**src/hdl/lfu_pkg.sv**
```systemverilog
// ----------------------------------------------------------------------------
// LFU cache policy package
// Shared sizes, codes, structures and helpers for the LFU cache policy unit.
// ----------------------------------------------------------------------------
package lfu_pkg;

   // Built entry count and the widths that follow from it.
   localparam int ENTRIES    = 16;
   localparam int IDX_W      = (ENTRIES > 1) ? $clog2(ENTRIES) : 1;
   localparam int OCC_W      = $clog2(ENTRIES + 1);
   localparam int CAP_W      = 5;
   localparam int CMP_W      = (OCC_W > CAP_W) ? OCC_W : CAP_W;
   localparam int DATA_W     = 32;
   localparam int CSR_DATA_W = 32;
   localparam int CSR_ADDR_W = 3;

   localparam logic [DATA_W-1:0] SAT_MAX        = '1;
   localparam logic [DATA_W-1:0] MISS_VALUE     = '1;
   localparam logic [CAP_W-1:0]  CAPACITY_RESET = CAP_W'(16);

   // Register index codes, taken from the word address.
   typedef enum logic {
      CSR_CAPACITY = 1'b0,
      CSR_NONE     = 1'b1
   } lfu_csr_type;

   typedef enum logic {
      KIND_GET = 1'b0,
      KIND_PUT = 1'b1
   } lfu_kind_type;

   typedef enum logic [1:0] {
      ST_IDLE,
      ST_SCAN,
      ST_UPDATE
   } lfu_state_type;

   // One entry as read from the store.
   typedef struct packed {
      logic              valid;
      logic [DATA_W-1:0] key;
      logic [DATA_W-1:0] value;
      logic [DATA_W-1:0] count;
      logic [DATA_W-1:0] stamp;
   } lfu_entry_type;

   // Write command into the store; a write also marks the entry valid.
   typedef struct packed {
      logic              en;
      logic [IDX_W-1:0]  idx;
      logic [DATA_W-1:0] key;
      logic [DATA_W-1:0] value;
      logic [DATA_W-1:0] count;
      logic [DATA_W-1:0] stamp;
   } lfu_write_type;

   // Control of the scan unit from the sequencer.
   typedef struct packed {
      logic             clear;
      logic             step;
      logic [IDX_W-1:0] index;
   } lfu_scan_ctl_type;

   // Scan results collected over one pass.
   typedef struct packed {
      logic             found;
      logic [IDX_W-1:0] found_idx;
      logic             free_found;
      logic [IDX_W-1:0] free_idx;
      logic             min_found;
      logic [IDX_W-1:0] min_idx;
   } lfu_scan_type;

   // Increment that sticks at the all-ones value.
   function automatic logic [DATA_W-1:0] sat_inc(input logic [DATA_W-1:0] v);
      return (v == SAT_MAX) ? v : v + DATA_W'(1);
   endfunction

endpackage

```
**src/hdl/lfu_req_if.sv**
```systemverilog
// ----------------------------------------------------------------------------
// LFU request channel
// Valid/ready channel that carries one get or put request per beat.
// ----------------------------------------------------------------------------
interface lfu_req_if;
   logic               valid;
   logic               ready;
   logic               kind;
   logic signed [31:0] key;
   logic signed [31:0] value;

   modport source (output valid, output kind, output key, output value, input ready);
   modport sink   (input valid, input kind, input key, input value, output ready);
endinterface

```
**src/hdl/lfu_rsp_if.sv**
```systemverilog
// ----------------------------------------------------------------------------
// LFU response channel
// Valid/ready channel that carries one result per beat.
// ----------------------------------------------------------------------------
interface lfu_rsp_if;
   logic               valid;
   logic               ready;
   logic               hit;
   logic signed [31:0] read_value;
   logic               evicted;
   logic signed [31:0] evicted_key;

   modport source (output valid, output hit, output read_value, output evicted,
                   output evicted_key, input ready);
   modport sink   (input valid, input hit, input read_value, input evicted,
                   input evicted_key, output ready);
endinterface

```
**src/hdl/lfu_entry_store.sv**
```systemverilog
// ----------------------------------------------------------------------------
// LFU entry store
// Entry registers with one read index and one write port; valid bits reset.
// ----------------------------------------------------------------------------
module lfu_entry_store (
   input  logic                       clock,
   input  logic                       reset,
   input  logic [lfu_pkg::IDX_W-1:0]  rd_idx,
   input  lfu_pkg::lfu_write_type     wr,
   output lfu_pkg::lfu_entry_type     rd
);
   import lfu_pkg::*;

   logic [ENTRIES-1:0] valid_ff;
   logic [ENTRIES-1:0] valid_in;
   logic [DATA_W-1:0]  key_ff   [ENTRIES];
   logic [DATA_W-1:0]  value_ff [ENTRIES];
   logic [DATA_W-1:0]  count_ff [ENTRIES];
   logic [DATA_W-1:0]  stamp_ff [ENTRIES];

   // A write always leaves the entry valid; nothing ever clears it but reset.
   always_comb begin
      valid_in = valid_ff;
      if (wr.en) begin
         valid_in[wr.idx] = 1'b1;
      end
   end

   always_ff @(posedge clock) begin
      if (reset) begin
         valid_ff <= '0;
      end else begin
         valid_ff <= valid_in;
      end
   end

   // Payload fields hold no reset; they are only read behind the valid bit.
   always_ff @(posedge clock) begin
      if (wr.en) begin
         key_ff[wr.idx]   <= wr.key;
         value_ff[wr.idx] <= wr.value;
         count_ff[wr.idx] <= wr.count;
         stamp_ff[wr.idx] <= wr.stamp;
      end
   end

   // Single read port shared by the scan and the update step.
   always_comb begin
      rd.valid = valid_ff[rd_idx];
      rd.key   = key_ff[rd_idx];
      rd.value = value_ff[rd_idx];
      rd.count = count_ff[rd_idx];
      rd.stamp = stamp_ff[rd_idx];
   end

endmodule

```
**src/hdl/lfu_scan_unit.sv**
```systemverilog
// ----------------------------------------------------------------------------
// LFU scan unit
// Shared compare unit that looks at one entry per cycle for a key match,
// the first free slot and the least-frequently-used victim.
// ----------------------------------------------------------------------------
module lfu_scan_unit (
   input  logic                        clock,
   input  logic                        reset,
   input  lfu_pkg::lfu_scan_ctl_type   ctl,
   input  logic [lfu_pkg::DATA_W-1:0]  lookup_key,
   input  lfu_pkg::lfu_entry_type      entry,
   output lfu_pkg::lfu_scan_type       res
);
   import lfu_pkg::*;

   logic              found_ff, found_in;
   logic [IDX_W-1:0]  found_idx_ff, found_idx_in;
   logic              free_ff, free_in;
   logic [IDX_W-1:0]  free_idx_ff, free_idx_in;
   logic              min_ff, min_in;
   logic [IDX_W-1:0]  min_idx_ff, min_idx_in;
   logic [DATA_W-1:0] min_count_ff, min_count_in;
   logic [DATA_W-1:0] min_stamp_ff, min_stamp_in;
   logic              is_match;
   logic              is_free;
   logic              is_less;

   // One entry per step: key compare, free test and (count, stamp) ordering.
   // Strict less keeps the lowest index on a full tie.
   always_comb begin
      is_match = ctl.step && entry.valid && (entry.key == lookup_key);
      is_free  = ctl.step && !entry.valid;
      is_less  = (entry.count < min_count_ff) ||
                 ((entry.count == min_count_ff) && (entry.stamp < min_stamp_ff));

      found_in     = found_ff;
      found_idx_in = found_idx_ff;
      free_in      = free_ff;
      free_idx_in  = free_idx_ff;
      min_in       = min_ff;
      min_idx_in   = min_idx_ff;
      min_count_in = min_count_ff;
      min_stamp_in = min_stamp_ff;

      if (ctl.clear) begin
         found_in = 1'b0;
         free_in  = 1'b0;
         min_in   = 1'b0;
      end else begin
         if (is_match && !found_ff) begin
            found_in     = 1'b1;
            found_idx_in = ctl.index;
         end
         if (is_free && !free_ff) begin
            free_in     = 1'b1;
            free_idx_in = ctl.index;
         end
         if (ctl.step && entry.valid && (!min_ff || is_less)) begin
            min_in       = 1'b1;
            min_idx_in   = ctl.index;
            min_count_in = entry.count;
            min_stamp_in = entry.stamp;
         end
      end
   end

   always_ff @(posedge clock) begin
      if (reset) begin
         found_ff <= 1'b0;
         free_ff  <= 1'b0;
         min_ff   <= 1'b0;
      end else begin
         found_ff <= found_in;
         free_ff  <= free_in;
         min_ff   <= min_in;
      end
   end

   always_ff @(posedge clock) begin
      found_idx_ff <= found_idx_in;
      free_idx_ff  <= free_idx_in;
      min_idx_ff   <= min_idx_in;
      min_count_ff <= min_count_in;
      min_stamp_ff <= min_stamp_in;
   end

   assign res.found      = found_ff;
   assign res.found_idx  = found_idx_ff;
   assign res.free_found = free_ff;
   assign res.free_idx   = free_idx_ff;
   assign res.min_found  = min_ff;
   assign res.min_idx    = min_idx_ff;

endmodule

```
**src/hdl/lfu_cache_policy_unit.sv**
```systemverilog
// ----------------------------------------------------------------------------
// LFU cache policy unit
// Fully associative key/value store with least-frequently-used replacement.
//
// Usage: each beat on req_chan is a get (kind 0) or a put (kind 1) of a key
// and value. Each request yields exactly one beat on rsp_chan with the hit
// flag, the read value (all ones unless a get hits), and the evicted flag and
// key. A request is taken only while the unit is idle. It then scans all
// ENTRIES slots, one per cycle through a single compare unit, for the key,
// the first free slot and the victim (lowest count, then oldest stamp, then
// lowest slot). An update step then writes the chosen slot and loads the result;
// it waits while the output register is full. A new request is taken only once
// the unit is back in idle after the result loads, so the unit works on one
// request at a time.
// The result sits in an output register: the next request is taken and
// scanned while it waits, and only the update step stalls on a full register.
// The capacity register sits at byte address 0 of the APB-style port.
// Reset empties the cache, clears the access clock and sets capacity to 16.
// ----------------------------------------------------------------------------
module lfu_cache_policy_unit (
   input  logic                              clock,
   input  logic                              reset,
   lfu_req_if.sink                           req_chan,
   lfu_rsp_if.source                         rsp_chan,
   input  logic                              psel,
   input  logic                              penable,
   input  logic                              pwrite,
   input  logic [lfu_pkg::CSR_ADDR_W-1:0]    paddr,
   input  logic [lfu_pkg::CSR_DATA_W-1:0]    pwdata,
   output logic [lfu_pkg::CSR_DATA_W-1:0]    prdata,
   output logic                              pready
);
   import lfu_pkg::*;

   lfu_state_type     state_ff, state_in;
   logic [IDX_W-1:0]  scan_idx_ff, scan_idx_in;
   logic              kind_ff;
   logic [DATA_W-1:0] key_ff;
   logic [DATA_W-1:0] value_ff;
   logic [DATA_W-1:0] clock_ff, clock_in;
   logic [OCC_W-1:0]  occ_ff, occ_in;
   logic [CAP_W-1:0]  capacity_ff, capacity_in;
   logic              rsp_valid_ff, rsp_valid_in;
   logic              rsp_hit_ff, rsp_hit_in;
   logic [DATA_W-1:0] rsp_value_ff, rsp_value_in;
   logic              rsp_ev_ff, rsp_ev_in;
   logic [DATA_W-1:0] rsp_evkey_ff, rsp_evkey_in;

   lfu_csr_type       csr_sel;
   logic              csr_write;
   logic              req_take;
   logic              rsp_free;
   logic [CMP_W-1:0]  cap_lim;
   logic [IDX_W-1:0]  rd_idx;
   lfu_entry_type     entry;
   lfu_write_type     wr;
   lfu_scan_ctl_type  scan_ctl;
   lfu_scan_type      scan;

   // Configuration port: always ready, register chosen by the word address.
   assign csr_sel   = lfu_csr_type'(paddr[2]);
   assign csr_write = psel && penable && pwrite;
   assign pready    = 1'b1;

   always_comb begin
      capacity_in = capacity_ff;
      if (csr_write && (csr_sel == CSR_CAPACITY)) begin
         capacity_in = pwdata[CAP_W-1:0];
      end
   end

   always_comb begin
      unique case (csr_sel)
         CSR_CAPACITY: prdata = CSR_DATA_W'(capacity_ff);
         default:      prdata = '0;
      endcase
   end

   // Capacity above the built size acts as the built size.
   assign cap_lim = (CMP_W'(capacity_ff) > CMP_W'(ENTRIES)) ? CMP_W'(ENTRIES)
                                                            : CMP_W'(capacity_ff);

   assign req_take = (state_ff == ST_IDLE) && req_chan.valid;
   assign rsp_free = !rsp_valid_ff || rsp_chan.ready;

   // The scan walks the store; the update step reads the hit or victim slot.
   assign rd_idx = (state_ff == ST_SCAN) ? scan_idx_ff
                 : (scan.found ? scan.found_idx : scan.min_idx);

   assign scan_ctl.clear = req_take;
   assign scan_ctl.step  = (state_ff == ST_SCAN);
   assign scan_ctl.index = scan_idx_ff;

   lfu_entry_store u_store (
      .clock  (clock),
      .reset  (reset),
      .rd_idx (rd_idx),
      .wr     (wr),
      .rd     (entry)
   );

   lfu_scan_unit u_scan (
      .clock      (clock),
      .reset      (reset),
      .ctl        (scan_ctl),
      .lookup_key (key_ff),
      .entry      (entry),
      .res        (scan)
   );

   // Sequencer: next state, slot update and result build.
   always_comb begin
      state_in     = state_ff;
      scan_idx_in  = scan_idx_ff;
      clock_in     = clock_ff;
      occ_in       = occ_ff;
      rsp_valid_in = rsp_valid_ff && !rsp_chan.ready;
      rsp_hit_in   = rsp_hit_ff;
      rsp_value_in = rsp_value_ff;
      rsp_ev_in    = rsp_ev_ff;
      rsp_evkey_in = rsp_evkey_ff;
      wr           = '0;

      unique case (state_ff)
         ST_IDLE: begin
            if (req_chan.valid) begin
               state_in    = ST_SCAN;
               scan_idx_in = '0;
            end
         end
         ST_SCAN: begin
            if (scan_idx_ff == IDX_W'(ENTRIES - 1)) begin
               state_in = ST_UPDATE;
            end else begin
               scan_idx_in = scan_idx_ff + IDX_W'(1);
            end
         end
         ST_UPDATE: begin
            if (rsp_free) begin
               state_in     = ST_IDLE;
               rsp_valid_in = 1'b1;
               rsp_hit_in   = scan.found;
               rsp_value_in = MISS_VALUE;
               rsp_ev_in    = 1'b0;
               rsp_evkey_in = '0;
               if (scan.found) begin
                  // Hit: bump the count and stamp; a put also takes the value.
                  wr.en    = 1'b1;
                  wr.idx   = scan.found_idx;
                  wr.key   = entry.key;
                  wr.value = (kind_ff == KIND_PUT) ? value_ff : entry.value;
                  wr.count = sat_inc(entry.count);
                  wr.stamp = clock_ff;
                  if (kind_ff == KIND_GET) begin
                     rsp_value_in = entry.value;
                  end
               end else if ((kind_ff == KIND_PUT) && (cap_lim != '0)) begin
                  // Insert into a free slot while below capacity, else evict.
                  wr.key   = key_ff;
                  wr.value = value_ff;
                  wr.count = DATA_W'(1);
                  wr.stamp = clock_ff;
                  if ((CMP_W'(occ_ff) < cap_lim) && scan.free_found) begin
                     wr.en  = 1'b1;
                     wr.idx = scan.free_idx;
                     occ_in = occ_ff + OCC_W'(1);
                  end else if (scan.min_found) begin
                     wr.en        = 1'b1;
                     wr.idx       = scan.min_idx;
                     rsp_ev_in    = 1'b1;
                     rsp_evkey_in = entry.key;
                  end
               end
               // The access clock moves on every put and on a get hit.
               if ((kind_ff == KIND_PUT) || scan.found) begin
                  clock_in = sat_inc(clock_ff);
               end
            end
         end
         default: begin
            state_in = ST_IDLE;
         end
      endcase
   end

   always_ff @(posedge clock) begin
      if (reset) begin
         state_ff     <= ST_IDLE;
         scan_idx_ff  <= '0;
         clock_ff     <= '0;
         occ_ff       <= '0;
         capacity_ff  <= CAPACITY_RESET;
         rsp_valid_ff <= 1'b0;
      end else begin
         state_ff     <= state_in;
         scan_idx_ff  <= scan_idx_in;
         clock_ff     <= clock_in;
         occ_ff       <= occ_in;
         capacity_ff  <= capacity_in;
         rsp_valid_ff <= rsp_valid_in;
      end
   end

   // Request and result payload registers.
   always_ff @(posedge clock) begin
      if (req_take) begin
         kind_ff  <= req_chan.kind;
         key_ff   <= req_chan.key;
         value_ff <= req_chan.value;
      end
      rsp_hit_ff   <= rsp_hit_in;
      rsp_value_ff <= rsp_value_in;
      rsp_ev_ff    <= rsp_ev_in;
      rsp_evkey_ff <= rsp_evkey_in;
   end

   assign req_chan.ready       = (state_ff == ST_IDLE);
   assign rsp_chan.valid       = rsp_valid_ff;
   assign rsp_chan.hit         = rsp_hit_ff;
   assign rsp_chan.read_value  = rsp_value_ff;
   assign rsp_chan.evicted     = rsp_ev_ff;
   assign rsp_chan.evicted_key = rsp_evkey_ff;

   // An accepted request always starts a scan from the first slot.
   a_take_starts_scan: assert property (@(posedge clock) disable iff (reset)
      req_take |=> (state_ff == ST_SCAN) && (scan_idx_ff == '0))
      else $error("request beat did not start a scan");

   // Occupancy never goes past the built entry count.
   a_occ_bound: assert property (@(posedge clock) disable iff (reset)
      CMP_W'(occ_ff) <= CMP_W'(ENTRIES))
      else $error("occupancy exceeds entry count");

   // An eviction only happens on a miss.
   a_evict_miss: assert property (@(posedge clock) disable iff (reset)
      (rsp_chan.valid && rsp_chan.evicted) |-> !rsp_chan.hit)
      else $error("eviction reported on a hit");

   // A miss always returns the miss value.
   a_miss_value: assert property (@(posedge clock) disable iff (reset)
      (rsp_chan.valid && !rsp_chan.hit) |-> (rsp_value_ff == MISS_VALUE))
      else $error("miss returned a stored value");

   // The result register is only loaded once the previous beat has left.
   a_no_overwrite: assert property (@(posedge clock) disable iff (reset)
      (rsp_valid_ff && !rsp_chan.ready && (state_ff == ST_UPDATE)) |=>
         (state_ff == ST_UPDATE))
      else $error("update step ran over a pending result");

endmodule

```
**src/flat_wrapper.sv**
```systemverilog
// flat-port wrapper written by rule: the top's interface ports become plain ports
module lfu_cache_policy_unit_flat import lfu_pkg::*;
  (clock, reset, psel, penable, pwrite, paddr, pwdata, prdata, pready, req_chan_valid, req_chan_kind, req_chan_key, req_chan_value, req_chan_ready, rsp_chan_valid, rsp_chan_hit, rsp_chan_read_value, rsp_chan_evicted, rsp_chan_evicted_key, rsp_chan_ready);
  lfu_req_if req_chan_i ();
  lfu_rsp_if rsp_chan_i ();
  input  logic clock;
  input  logic reset;
  input  logic psel;
  input  logic penable;
  input  logic pwrite;
  input  logic [lfu_pkg::CSR_ADDR_W-1:0] paddr;
  input  logic [lfu_pkg::CSR_DATA_W-1:0] pwdata;
  output logic [lfu_pkg::CSR_DATA_W-1:0] prdata;
  output logic pready;
  input wire logic [$bits(req_chan_i.valid)-1:0] req_chan_valid;
  input wire logic [$bits(req_chan_i.kind)-1:0] req_chan_kind;
  input wire logic [$bits(req_chan_i.key)-1:0] req_chan_key;
  input wire logic [$bits(req_chan_i.value)-1:0] req_chan_value;
  output wire logic [$bits(req_chan_i.ready)-1:0] req_chan_ready;
  output wire logic [$bits(rsp_chan_i.valid)-1:0] rsp_chan_valid;
  output wire logic [$bits(rsp_chan_i.hit)-1:0] rsp_chan_hit;
  output wire logic [$bits(rsp_chan_i.read_value)-1:0] rsp_chan_read_value;
  output wire logic [$bits(rsp_chan_i.evicted)-1:0] rsp_chan_evicted;
  output wire logic [$bits(rsp_chan_i.evicted_key)-1:0] rsp_chan_evicted_key;
  input wire logic [$bits(rsp_chan_i.ready)-1:0] rsp_chan_ready;
  assign req_chan_i.valid = req_chan_valid;
  assign req_chan_i.kind = req_chan_kind;
  assign req_chan_i.key = req_chan_key;
  assign req_chan_i.value = req_chan_value;
  assign req_chan_ready = req_chan_i.ready;
  assign rsp_chan_valid = rsp_chan_i.valid;
  assign rsp_chan_hit = rsp_chan_i.hit;
  assign rsp_chan_read_value = rsp_chan_i.read_value;
  assign rsp_chan_evicted = rsp_chan_i.evicted;
  assign rsp_chan_evicted_key = rsp_chan_i.evicted_key;
  assign rsp_chan_i.ready = rsp_chan_ready;
  lfu_cache_policy_unit u_core (.clock(clock), .reset(reset), .req_chan(req_chan_i), .rsp_chan(rsp_chan_i), .psel(psel), .penable(penable), .pwrite(pwrite), .paddr(paddr), .pwdata(pwdata), .prdata(prdata), .pready(pready));
endmodule
```
**config.mk**
```make
export PLATFORM = sky130hd
export DESIGN_NAME = lfu_cache_policy_unit_flat
export DESIGN_NICKNAME = d
export VERILOG_FILES = /design/src/hdl/lfu_pkg.sv /design/src/hdl/lfu_req_if.sv /design/src/hdl/lfu_rsp_if.sv /design/src/hdl/lfu_entry_store.sv /design/src/hdl/lfu_scan_unit.sv /design/src/hdl/lfu_cache_policy_unit.sv /design/src/flat_wrapper.sv
export SDC_FILE = /design/constraint.sdc
export NUM_CORES = 2
export LEC_CHECK = 0
export ABC_AREA = 1
export ABC_CLOCK_PERIOD_IN_PS = 10300
export BUFFER_PORTS_ARGS = -buffer_cell sky130_fd_sc_hd__buf_2
export CAP_MARGIN = 10
export CORE_MARGIN = 2
export CORE_UTILIZATION = 30
export DETAILED_ROUTE_END_ITERATION = 16
export PLACE_DENSITY = 0.49
export SLEW_MARGIN = 5
export SYNTH_ARGS = -nofsm -noshare
export SYNTH_HDL_FRONTEND = slang
export SYNTH_SLANG_ARGS = --single-unit
```
**constraint.sdc**
```tcl
create_clock -name clock -period 10.3 [get_ports clock]
set_input_delay 1.03 -clock clock [delete_from_list [all_inputs] [get_ports clock]]
set_output_delay 1.03 -clock clock [all_outputs]
set_load 0.02 [all_outputs]
```
==> metrics.yaml <==
sta:
  hold_viol_final: 0
  setup_ws_ns: 3.22
  max_freq_mhz: 141
  worst-slew-pin-transition_ns: 1.23
  timing.setup.tns_ns: 0
  maxSlewHeadroom_pct: 18.1
  grt_setup_unrepaired: "false"
  maxSlewViolCount: 0
  clock_skew_ns: 0.106
  layout_worst_path_cycle_share_pct: 68.7
  finalSetupViolCount: 0
  finalCriticalPeriod_ns: 7.08
power:
  peakVddDrop_mv: 0.147
  cellPowerDensity_nw_per_um2: 199
  leakagePower_nw: 36.7
clock_tree:
  clk-insertion-delay-late_ns: 0.92
  clkTransAtPathRegs_ns: 0.06
  cts_sinks: 2323
  cts.path.max_buffers: 4
  cts-buffers-inserted: 245
  cts_hold_repair.buffers: 0
  clock_tree_from_tritoncts: "built"
  htreeDepth: 4
  cts_repair_resize_count: 0
  clock_tree.root_cell: "clkbuf_16"
  post_cts.repair.setup_buffers: 0
worst_setup_path:
  cpMaxStageDelayCell: "buf_4"
  source_of_the_critical_timing_path: "u_core.u_scan.found_ff"
  register_to_register_path_depth: 23
  endpoint_of_the_lowest_slack_register_to_register_path: "u_core.u_scan.min_stamp_ff[13]"
  worst_reg2reg_path_startpoint: "u_core.u_scan.found_ff"
  timing.critical_path.from_type: "register"
  worst_path_arrival_time_ns: 7.57
  slowest_delay_ns: 0.75
  setup.worst_path.class: "reg -> reg"
  critical-path-top-delay-family: "buffers and inverters"
  worst-r2r-setup-slack_ns: 3.22
  worst-path-buf-inv: 5
  crit_path_end_kind: "register"
  critical_path.max_fanout: 108
  critPathRequiredTime_ns: 10.79
  path_common_cell: "nand2_1"
  crit_chain: "buf_4 -> inv_2 -> nand2_1 -> nand2_1 -> nand2_1 -> nand2_8 -> buf_4 -> buf_12 -> o21ai_0 -> o32ai_1 -> o21ai_0 -> o21ai_0 -> ha_1 -> nand2_1 -> nor2_1 -> a211oi_1 -> o221ai_1 -> nand2_1 -> nand3_1 -> nor4_1 -> nand2_1 -> a21oi_4 -> buf_4"
synth:
  ys_warn_count: 0
  synth-seq-area-share_pct: 72.2
  synth_cell_type_count: 55
  avgSynthCellArea_sq_um: 12.2
  synth_fa_ha_area_share_pct: 0.929
  synth_edf_count: 2255
  yosys.area_share.xor_xnor_pct: 0.247
  register_bit_total_from_synthesis: 2323
  synth.area.mux_share_pct: 0
  synth_async_sr_flop_share_pct: 0
  synthCells: 7839
  synth-compound-area-share_pct: 8.28
  synthSimpleGateAreaFrac_pct: 14.1
  largest_family_of_logic_cells_by_synthesized_area: "simple AND/OR/NAND/NOR gates"
  synth_cell_area_sq_um: 95600
  ys_dominant_reg_cell: "edfxtp_1"
detailed_routing:
  met1_length_mm: 127
  routedWlPerCell_microns: 22.5
  met2_wirelength_mm: 129
  post-route-drc-count: 0
  route.vias.total: 61559
  routed.top_layer: "met4"
  tritonroute_pass_1_iters: 5
  route.detailed.vias_per_inst: 5.02
  final_antenna_net_count: 0
  detailroute.wirelength.met3_mm: 14.9
  wirelength_mm: 276
  drt-initial-drc-count: 6343
worst_hold_path:
  hold_path.startpoint: "req_chan_key[6]"
  timing.hold.worst_path_depth: 1
  worstHoldEndpoint: "u_core.key_ff[6]"
  hold_crit_class: "in -> reg"
job:
  max-cap-violations: 0
global_route:
  global_route_wire_length_before_repair_mm: 405
  vias_in_the_first_global_route: 60192
  grt_max_degree: 195
  grt_overflow_total: 0
  groute.usage.overall_pct: 16.6
  antenna_found_initial: 6
layout:
  final-instance-count-excl-fill: 12271
  final_net_count: 8069
  num-fill-cells: 31102
  area_delta_synth_final_pct: 13.2
  final_layout_size_suffix_gt1_share_pct: 9.56
die:
  die_x_microns: 569
  design.die.area_sq_um: 323000
  design.portCount: 208
  die_height_microns: 569
  core_area_sq_um: 318000
  core.rowCount: 207
  floorplan.initialDensity_pct: 30.1
placed_design:
  place.gp.congestion: 0.809
  placement.io_buffers: 150
  hpwl_mm: 135
  post-place-ws_ns: 3.22
  dpl.cell_count: 11814
run_status:
  run_status: "completed"
state kept, by name, indices dropped and copies added (netlist names), 512 cells and up:
register                 cells
u_core.u_store.value_ff    512
u_core.u_store.count_ff    512
u_core.u_store.stamp_ff    512
u_core.u_store.key_ff      512
power by group:
| part | total (W) | switching (W) | internal (W) |
|---|---|---|---|
| logic | 0.00249 | 0.00182 | 0.000679 |
| clock network | 0.00867 | 0.00368 | 0.00499 |
| registers | 0.0104 | 0.0000294 | 0.0103 |
| total | 0.0215 | 0.00552 | 0.0160 |
cell type report:
cell class                 instances  area [sq um]  area share [%]
antenna                            3          7.51         0.00694
clock buffer                     301          6450            5.96
clock inverter                   143          1310            1.21
inverter                         384          1470            1.36
multi-input combinational       4665         22800            21.1
sequential                      2323         69100            63.8
tap                             4180          5230            4.83
timing repair buffer             272          1890            1.75
cells in the mapped netlist (4+ instances only):
library cell,count,area [sq um]
o211ai_1,190,1430
o21ai_1,80,400
inv_2,21,78.8
xor2_1,15,131
ha_1,71,888
o22ai_1,178,1110
buf_4,92,691
o221ai_1,77,674
a21oi_1,153,766
xnor2_1,12,105
buf_6,24,270
nor3_1,33,165
nor2_2,10,62.6
clkbuf_1,168,631
or2_2,74,463
inv_1,361,1360
o21ai_0,588,2940
nand2_2,8,50.1
a21oi_2,19,166
edfxtp_1,2255,67700
nand3_1,753,3770
o22a_1,4,35.0
o21bai_1,5,37.5
nor2_1,785,2950
nand4_1,29,181
buf_2,182,911
nand2_1,1479,5550
buf_1,26,97.6
a211oi_1,11,82.6
nand2_4,4,45.0
dfxtp_1,68,1360
a31oi_1,10,62.6
nor4_1,6,37.5
o32ai_1,7,61.3
a311oi_1,6,52.6
how the worst max path moves through the flow:
stage | end | slack, ns | cells past startpoint
after CTS | u_core.u_scan.min_stamp_ff[1] | 3.09 | 21
final | u_core.u_scan.min_stamp_ff[13] | 3.22 | 23
after floorplan | u_core.u_store.count_ff[0][0] | 0.50 | 8
after global routing | u_core.u_scan.min_stamp_ff[1] | 2.81 | 21
after detailed placement | u_core.u_scan.min_stamp_ff[1] | 3.22 | 21
after global placement | u_core.u_scan.min_stamp_ff[12] | 3.19 | 26
stage by stage:
| stage | power (W) | util (%) | hold slack [ns] | instance area, sq um |
|---|---|---|---|---|
| 6_report | 0.0215 | 34.1 | 0.271 | 108000 |
| 5_1_grt | 0.0223 | 34.1 | 0.229 | 108000 |
| 4_1_cts | 0.0217 | 34.1 | 0.197 | 108000 |
| 3_5_place_dp | 0.0131 | 31.6 | 0.456 | 100000 |
| 3_3_place_gp | 0.0130 | 31.6 | 0.442 | 100000 |
| 2_1_floorplan | 0.0123 | - | 0.409 | 95700 |
worst register-to-register path: stages (launching register included):
cell and delay, ns:
dfxtp_1 0.30, buf_4 0.20, inv_2 0.46, nand2_1 0.11, nand2_1 0.08, nand2_1 0.12
nand2_8 0.48, buf_4 0.77, buf_12 0.49, o21ai_0 0.49, o32ai_1 0.15, o21ai_0 0.12
o21ai_0 0.68, ha_1 0.39, nand2_1 0.09, nor2_1 0.05, a211oi_1 0.19, o221ai_1 0.15
nand2_1 0.12, nand3_1 0.15, nor4_1 0.24, nand2_1 0.14, a21oi_4 0.14, buf_4 0.53
per-layer routing:
metal  global-route usage (%)  vias up
li1                         -    28209
met1                     23.6    31176
met2                     27.1     1833
met3                     2.06      341
met4                     3.39        0
met5                        0        -
kinds of logic after synthesis:
group	Yosys count
AND/OR/NAND/NOR	3200
adder cells (fa/ha/maj)	71
flip-flops	2323
XOR/XNOR	27
AO/OA/AOI/OAI	1339
other	2
buffers and inverters	877
placed cells by master (no fill, tap or decap), drive strengths merged, types with 178 or more instances in the layout:
| cell type | Yosys | final |
|---|---|---|
| clkbuf | 168 | 301 |
| edfxtp | 2255 | 2255 |
| buf | 325 | 272 |
| nand2 | 1491 | 1491 |
| nand3 | 755 | 755 |
| o22ai | 178 | 178 |
| inv | 382 | 386 |
| o21ai | 670 | 670 |
| o211ai | 190 | 190 |
| nor2 | 799 | 799 |
Note: power is estimated with default switching activity, not from simulation.
